--- src/rtl/core/seven_segment_mux_display_core_macros.svh ---
// ----------------------------------------------------------------------------
// seven segment display core assertion macros
// shared concurrent assertion forms, clocked on clk and disabled in reset
// ----------------------------------------------------------------------------
`ifndef SEVEN_SEGMENT_MUX_DISPLAY_CORE_MACROS_SVH
`define SEVEN_SEGMENT_MUX_DISPLAY_CORE_MACROS_SVH

`ifndef NO_ASSERTIONS
// same-cycle implication
`define SSMD_ASSERT_IMP(label, ante, cons) \
	label: assert property (@(posedge clk) disable iff (!arst_n) (ante) |-> (cons)) \
		else $error("ssmd assertion failed");
// next-cycle implication
`define SSMD_ASSERT_NXT(label, ante, cons) \
	label: assert property (@(posedge clk) disable iff (!arst_n) (ante) |=> (cons)) \
		else $error("ssmd assertion failed");
`else
`define SSMD_ASSERT_IMP(label, ante, cons)
`define SSMD_ASSERT_NXT(label, ante, cons)
`endif

`endif

--- src/rtl/core/ssmd_pkg.sv ---
// ----------------------------------------------------------------------------
// ssmd_pkg
// types, constants and the glyph table of the seven segment display core
// ----------------------------------------------------------------------------
package ssmd_pkg;

	localparam logic MODE_LOAD = 1'b0;
	localparam logic MODE_TICK = 1'b1;

	localparam int DIGITS = 4;
	localparam int POS_W = 2;

	localparam logic [7:0] SEG_BLANK = 8'hFF;
	localparam logic [13:0] MAX_SHOWN = 14'd9999;

	// classified request as it waits in the queue
	typedef struct packed {
		logic mode;
		logic [13:0] value;
		logic [3:0] q1000;
		logic [6:0] q100;
		logic [9:0] q10;
	} cmd_t;

	typedef struct packed {
		logic empty;
		logic full;
	} q_status_t;

	function automatic logic [7:0] glyph(input logic [3:0] d);
		logic [7:0] p;
		case (d)
			4'd0: p = 8'hC0;
			4'd1: p = 8'hF9;
			4'd2: p = 8'hA4;
			4'd3: p = 8'hB0;
			4'd4: p = 8'h99;
			4'd5: p = 8'h92;
			4'd6: p = 8'h82;
			4'd7: p = 8'hF8;
			4'd8: p = 8'h80;
			4'd9: p = 8'h90;
			default: p = SEG_BLANK;
		endcase
		return p;
	endfunction

endpackage

--- src/rtl/core/ssmd_front.sv ---
// ----------------------------------------------------------------------------
// ssmd_front
// saturates the number and forms its decimal quotients by reciprocal multiply
// ----------------------------------------------------------------------------
module ssmd_front (
	input  logic             mode,
	input  logic [15:0]      number,
	output ssmd_pkg::cmd_t   cmd
);
	import ssmd_pkg::*;

	logic [13:0] sat;
	logic [27:0] p1000;
	logic [27:0] p100;
	logic [27:0] p10;

	// saturate to the largest value four digits can show
	assign sat = (number > {2'b00, MAX_SHOWN}) ? MAX_SHOWN : number[13:0];

	// exact floor quotients for values up to 9999
	assign p1000 = 28'(sat) * 28'd8389;
	assign p100 = 28'(sat) * 28'd5243;
	assign p10 = 28'(sat) * 28'd6554;

	always_comb begin
		cmd.mode = mode;
		cmd.value = sat;
		cmd.q1000 = p1000[26:23];
		cmd.q100 = p100[25:19];
		cmd.q10 = p10[25:16];
	end

endmodule

--- src/rtl/core/ssmd_queue.sv ---
// ----------------------------------------------------------------------------
// ssmd_queue
// short fifo of classified requests between the front and back parts
// ----------------------------------------------------------------------------
module ssmd_queue #(
	parameter int DEPTH = 2
) (
	input  logic                 clk,
	input  logic                 arst_n,
	input  logic                 push,
	input  ssmd_pkg::cmd_t       push_cmd,
	input  logic                 pop,
	output ssmd_pkg::cmd_t       head,
	output ssmd_pkg::q_status_t  status
);
	import ssmd_pkg::*;

	localparam int PW = (DEPTH > 1) ? $clog2(DEPTH) : 1;
	localparam int CW = $clog2(DEPTH + 1);

	cmd_t mem_q [DEPTH];
	logic [PW-1:0] wr_ptr_q;
	logic [PW-1:0] rd_ptr_q;
	logic [CW-1:0] count_q;

	always_ff @(posedge clk or negedge arst_n) begin
		if (!arst_n) begin
			wr_ptr_q <= '0;
			rd_ptr_q <= '0;
			count_q <= '0;
		end else begin
			if (push) begin
				wr_ptr_q <= (wr_ptr_q == PW'(DEPTH - 1)) ? '0 : wr_ptr_q + 1'b1;
			end
			if (pop) begin
				rd_ptr_q <= (rd_ptr_q == PW'(DEPTH - 1)) ? '0 : rd_ptr_q + 1'b1;
			end
			case ({push, pop})
				2'b10: count_q <= count_q + 1'b1;
				2'b01: count_q <= count_q - 1'b1;
				default: count_q <= count_q;
			endcase
		end
	end

	always_ff @(posedge clk) begin
		if (push) begin
			mem_q[wr_ptr_q] <= push_cmd;
		end
	end

	assign head = mem_q[rd_ptr_q];
	assign status.empty = (count_q == '0);
	assign status.full = (count_q == CW'(DEPTH));

endmodule

--- src/rtl/core/ssmd_back.sv ---
// ----------------------------------------------------------------------------
// ssmd_back
// executes queued requests: stores digit patterns or emits a scan result
// ----------------------------------------------------------------------------
module ssmd_back (
	input  logic                 clk,
	input  logic                 arst_n,
	input  ssmd_pkg::cmd_t       head,
	input  ssmd_pkg::q_status_t  status,
	output logic                 pop,
	output logic                 out_valid,
	input  logic                 out_ready,
	output logic [7:0]           segments,
	output logic [3:0]           digit_enable
);
	import ssmd_pkg::*;

	logic [7:0] pat_q [DIGITS];
	logic [POS_W-1:0] pos_q;
	logic out_valid_q;
	logic [7:0] seg_q;
	logic [3:0] en_q;

	logic [6:0] hund_w;
	logic [9:0] tens_w;
	logic [13:0] unit_w;
	logic [7:0] new_pat [DIGITS];

	// remainders from neighboring quotients, times ten as shift and add
	assign hund_w = head.q100 - ({head.q1000, 3'b000} + {2'b00, head.q1000, 1'b0});
	assign tens_w = head.q10 - ({head.q100, 3'b000} + {2'b00, head.q100, 1'b0});
	assign unit_w = head.value - ({1'b0, head.q10, 3'b000} + {3'b000, head.q10, 1'b0});

	// leading zeros blank, units always shown
	always_comb begin
		new_pat[0] = (head.q1000 == '0) ? SEG_BLANK : glyph(head.q1000);
		new_pat[1] = (head.q100 == '0) ? SEG_BLANK : glyph(hund_w[3:0]);
		new_pat[2] = (head.q10 == '0) ? SEG_BLANK : glyph(tens_w[3:0]);
		new_pat[3] = glyph(unit_w[3:0]);
	end

	// loads always drain, ticks need a free output register
	assign pop = !status.empty && ((head.mode == MODE_LOAD) || !out_valid_q || out_ready);

	always_ff @(posedge clk or negedge arst_n) begin
		if (!arst_n) begin
			for (int i = 0; i < DIGITS; i++) begin
				pat_q[i] <= '0;
			end
			pos_q <= '0;
			out_valid_q <= 1'b0;
		end else begin
			if (pop && (head.mode == MODE_LOAD)) begin
				for (int i = 0; i < DIGITS; i++) begin
					pat_q[i] <= new_pat[i];
				end
			end
			if (pop && (head.mode == MODE_TICK)) begin
				pos_q <= pos_q + 1'b1;
				out_valid_q <= 1'b1;
			end else if (out_ready) begin
				out_valid_q <= 1'b0;
			end
		end
	end

	always_ff @(posedge clk) begin
		if (pop && (head.mode == MODE_TICK)) begin
			seg_q <= pat_q[pos_q];
			en_q <= ~(4'b0001 << pos_q);
		end
	end

	assign out_valid = out_valid_q;
	assign segments = seg_q;
	assign digit_enable = en_q;

endmodule

--- src/rtl/core/seven_segment_mux_display_core.sv ---
// ----------------------------------------------------------------------------
// seven_segment_mux_display_core
// four-digit multiplexed seven segment display driver
// ----------------------------------------------------------------------------
// input channel (in_valid/in_ready): each request carries mode and number.
//   mode load stores the number, saturated to 9999, as four active-low
//   digit patterns with leading zeros blanked; it gives no result.
//   mode tick gives one result and moves the scan position on, modulo four.
// output channel (out_valid/out_ready): segments is the stored pattern of the
//   current position, digit_enable drives only that position's line low.
// a tick is written into the queue, then into the result register by the back.
// throughput: one request per cycle unless stalled; the front classifies and
//   multiplies, a two-entry queue passes requests to the back, one per cycle.
// a receiver stall holds the result register; loads keep draining past it,
//   and ticks back up into the queue until in_ready drops.
// reset: patterns clear to zero (every segment lit), position to digit 0,
//   queue and output register empty.
// ----------------------------------------------------------------------------
`include "seven_segment_mux_display_core_macros.svh"

module seven_segment_mux_display_core #(
	parameter int QUEUE_DEPTH = 2
) (
	input  logic        clk,
	input  logic        arst_n,
	input  logic        in_valid,
	output logic        in_ready,
	input  logic        mode,
	input  logic [15:0] number,
	output logic        out_valid,
	input  logic        out_ready,
	output logic [7:0]  segments,
	output logic [3:0]  digit_enable
);
	import ssmd_pkg::*;

	cmd_t front_cmd;
	cmd_t head_cmd;
	q_status_t q_status;
	logic push;
	logic pop;

	// front: saturation and decimal quotients
	ssmd_front u_front (
		.mode   (mode),
		.number (number),
		.cmd    (front_cmd)
	);

	// accept whenever the queue has room
	assign in_ready = !q_status.full;
	assign push = in_valid && in_ready;

	ssmd_queue #(
		.DEPTH (QUEUE_DEPTH)
	) u_queue (
		.clk      (clk),
		.arst_n   (arst_n),
		.push     (push),
		.push_cmd (front_cmd),
		.pop      (pop),
		.head     (head_cmd),
		.status   (q_status)
	);

	// back: pattern store, scan position and result register
	ssmd_back u_back (
		.clk          (clk),
		.arst_n       (arst_n),
		.head         (head_cmd),
		.status       (q_status),
		.pop          (pop),
		.out_valid    (out_valid),
		.out_ready    (out_ready),
		.segments     (segments),
		.digit_enable (digit_enable)
	);

	// an accepted request is queued by the next cycle unless it was drained
	`SSMD_ASSERT_NXT(a_push_lands, push && !pop, !q_status.empty)
	// the back never drains an empty queue
	`SSMD_ASSERT_IMP(a_pop_nonempty, pop, !q_status.empty)
	// a shown result selects exactly one digit line
	`SSMD_ASSERT_IMP(a_one_digit, out_valid, $countones(digit_enable) == 3)

endmodule
--- config.mk ---
export PLATFORM = sky130hd
export DESIGN_NAME = seven_segment_mux_display_core
export DESIGN_NICKNAME = d
export VERILOG_FILES = /design/src/rtl/core/ssmd_pkg.sv /design/src/rtl/core/ssmd_front.sv /design/src/rtl/core/ssmd_queue.sv /design/src/rtl/core/ssmd_back.sv /design/src/rtl/core/seven_segment_mux_display_core.sv
export VERILOG_INCLUDE_DIRS = /design/src /design/src/rtl/core
export SDC_FILE = /design/constraint.sdc
export NUM_CORES = 1
export LEC_CHECK = 0
export BUFFER_PORTS_ARGS = -buffer_cell sky130_fd_sc_hd__buf_2
export CAP_MARGIN = 20
export CORE_MARGIN = 10
export CORE_UTILIZATION = 59
export DETAILED_ROUTE_END_ITERATION = 8
export PLACE_DENSITY = 0.75
export SYNTH_ARGS = -nofsm -noshare
export SYNTH_HDL_FRONTEND = slang
export SYNTH_SLANG_ARGS = --single-unit
--- constraint.sdc ---
create_clock -name clk -period 3.1 [get_ports clk]
set_input_delay 0.155 -clock clk [delete_from_list [all_inputs] [get_ports clk]]
set_output_delay 0.155 -clock clk [all_outputs]
set_load 0.05 [all_outputs]
==> metrics.md <==
| Metric | Value |
|---|---|
| Outcome | `finished with violations` |
| Violated checks | `setup timing` |
| Num CTS Buffers | `9` |
| Top Usage Layer GRT | `met2` |
| Layout Nets | `1,976` |
| CP arrival | `around 5300 ps` |
| Ant. Diodes | `0` |
| Clock Skews | `10.56 ps` |
| Critical Path RT | `3200 ps` |
| CTS H-tree lvls | `3` |
| Wire per inst | `slightly above 20 µm` |
| Synth area leaders | `ha_1 26%, fa_1 20%, edfxtp_1 15%` |
| Critical Path, Cell by Cell | `buf_6 > nor4_4 > nor2_4 > or3_4 > ha_4 > inv_2 > fa_1 > inv_2 > fa_1 > fa_1 > inv_1 > fa_1 > inv_2 > ha_4 > a211o_1 > a21oi_4 > o211ai_1 > o211ai_1 > o211ai_1 > a21oi_1 > xnor2_1` |
| Design Power | `~14,000 µW` |
| RR Endpoint | `u_back.pat_q[18]` |
| DP Area | `between 15,000 and 20,000 µm²` |
| Routed Antenna Nets | `0` |
| EDFF count, synth | `64` |
| Max_cap viols | `0` |
| TritonRoute pass-1 iters | `7` |
| Fin crit period | `5228 ps` |
| Core box area | `between 20,000 and 25,000 µm²` |
| Crit. End Element | `flip-flop` |
| Synth Register Bits | `100` |
| Placed Cells | `~1,800` |
| Layout cells sized above 1 | `0.3521` |
| Largest net degree at the start of global routing | `37` |
| I/O Buffers | `34` |
| Worst Tran Pin Value | `between 700 and 800 ps` |
| Reg-to-Reg Start | `u_queue.rd_ptr_q` |
| Main synth FF type | `edfxtp_1` |
| Top cell by count, worst path | `fa_1` |
| Register area share after synthesis | `0.2204` |
| Post-route cell area | `approximately 17,000 µm²` |
| Avg Inst Size Synth | `10.23 µm²` |
| Final Wtd Congestion | `between 0.9 and 1` |
| Most instantiated cells after synthesis | `314 x inv_1, 265 x ha_1, 130 x fa_1` |
| DIE WIDTH | `~170 µm` |
| Flop-to-flop setup slack | `between 300 and 400 ps` |
| Vias in the first global route | `between 10,000 and 15,000` |
| Mapped Area | `12,800 µm²` |
| Relative slew slack | `0.4738` |
| CTS tree | `yes` |
| Critical setup path kind | `primary input to flip-flop` |
| Row count | `53` |
| Total vias in the final route | `approximately 10,000` |
| Max incr delay on CP | `530 ps` |
| Final wirelength | `between 30,000 and 40,000 µm` |
| R2R cell count | `8` |
| Grt met2 use | `0.4129` |
| Hpwl dp | `between 20,000 and 30,000 µm` |
| Top Ports | `35` |
| Hold Crit Class | `primary input to flip-flop` |
| Worst vdd ir | `~0.59 mV` |
| Initial Util | `0.6034` |
| Area grow syn2layout | `35.23%` |
| Die ar. | `approximately 28,000 µm²` |
| Clock buffer depth | `2` |
| Part of the cycle the worst path needs | `1.686` |
| Distinct cells, synth | `a little over 60` |
| First-pass GRT wire length | `roughly 52,000 µm` |
| Die Height | `167.3 µm` |
| Syn_nets | `1,668` |
| Critical path depth | `21` |
| CP Launch Point | `number[4]` |
| Antenna violations before repair | `0` |
| Slew Viols, Final | `0` |
| Layout fillers | `~1,100` |
| Async SR Flop Fraction | `0.3600` |
| Leakage | `around 0.0084 µW` |
| Count leader, synth | `inv_1` |
| Unrepaired setup endpoints after global routing | `yes` |
| Root buf cell | `clkbuf_16` |
| Crit path max fanout | `7` |
| Global Route met1 Usage | `0.2672` |
| Met3 Track Usage GR | `0.02926` |
| Critical path startpoint category | `primary input` |
| Hold Vio Cnt, Final | `0` |
| Total clock sinks | `100` |
| Final Util | `0.8160` |
| Gr ovfl total | `0` |
| Cell count after synthesis | `~1,300` |
| Yosys warnings | `0` |
| CP delay by family, top | `adder cells` |
| Critical Path End | `u_queue.mem_q[1][8]` |
| Dominant cell type by area after synthesis | `ha_1` |
| Max Fclk | `around 190 MHz` |
| Cell Pwr Density | `830.9 nW/µm²` |
| DRT iter0 DRCs | `720` |
| Via/cell ratio | `about 5.7` |
| Area share of the largest cell type after synthesis | `0.2589` |
| Clock latency on the worst-skew pair | `350 ps` |
| Total track usage | `0.2273` |
| Crit path buf inv count | `5` |
| Setup-failing EPs final | `42` |
| Post-Layout Cell Count | `between 1,500 and 2,000` |
| Final WS setup | `-2128 ps` |
| Clk slew on worst S/H paths | `roughly 80 ps` |
| Drt drc | `0` |
| CP max stage cell | `fa_1` |
[metal layers]
layer  wire, µm  part of all wire
met5          0                 0
met4       2222             0.059
met3       1940             0.052
met2      19340              0.51
met1      14120              0.38
[per-stage QoR]
step	worst slack (ps)	setup TNS, ps	hold slack, ps
global placement	-2351	-90110	271.5
CTS	-1891	-70390	144.1
floorplan	-2052	-72680	-140.6
global route	-2307	-86130	155.2
detailed placement	-2505	-93990	283.4
finish	-2128	-80080	143.9
[sequential cells by signal, summed over array words and instances, names as in the netlist]
register,count
u_back.digit_enable,4
u_queue.count_q,2
u_back.out_valid,1
u_queue.mem_q,52
u_back.pos_q,2
u_queue.rd_ptr_q,1
u_queue.wr_ptr_q,1
u_back.pat_q,29
u_back.segments,8
[worst register-to-register path, stage by stage, from the launching register on]
cell and delay [ps]:
dfrtp_2 580, buf_4 240, mux2i_1 270, ha_1 330, a21oi_1 260, xor2_2 380, a21oi_1 70, nor2_1 290
a21oi_1 150
[worst min path at each step]
stage	from	to	slack (ps)	depth (start not counted)
2_1_floorplan	arst_n	u_back.out_valid	-140	0
3_3_place_gp	arst_n	u_back.out_valid	270	1
3_5_place_dp	arst_n	u_back.out_valid	280	1
4_1_cts	out_ready	u_back.out_valid	140	3
5_1_grt	in_valid	u_queue.wr_ptr_q	160	3
6_report	in_valid	u_queue.wr_ptr_q	140	3
[cells in the final DEF, fill, tap and decap left out, types with 31 or more instances in the layout]
master / instances
buf_4: 250
nor2_1: 41
a21oi_1: 43
ha_4: 72
inv_1: 274
dfrtp_1: 35
edfxtp_1: 64
buf_2: 31
fa_1: 124
nand2_1: 48
ha_1: 185
[power by group]
part	internal (µW)	switching, µW	total [µW]
Combinational	4870	5790	10700
Sequential	2260	367	2620
Clock	573	540	1110
[logic make-up after synthesis]
family / Yosys count / share of synthesized area
compound gates: 166 / 0.08433
flops: 100 / 0.2204
mux: 31 / 0.03176
buf+inv: 325 / 0.09654
fa+ha+maj: 395 / 0.4622
simple gates: 187 / 0.07074
xor+xnor: 48 / 0.03401
[final cells by class]
type	count	area (µm²)	area share
inverter	314	1240	0.07161
tap	275	344.1	0.01987
multi-input combinational	828	10270	0.5933
clock inverter	7	73.82	0.004263
sequential	100	2824	0.1631
timing repair buffer	307	2335	0.1348
clock buffer	9	225.2	0.01301
[what timing repair did]
item                                    in CTS  in global routing
buffers inserted                            28                 34
hold endpoints to repair                    38                  0
cloned                                       0                  1
hold buffers                                 2                  0
pin swaps                                   69                 76
gates resized for setup                     74                 86
endpoints found under the setup margin      42                 47
No activity file was read; power rests on OpenSTA's default activity.
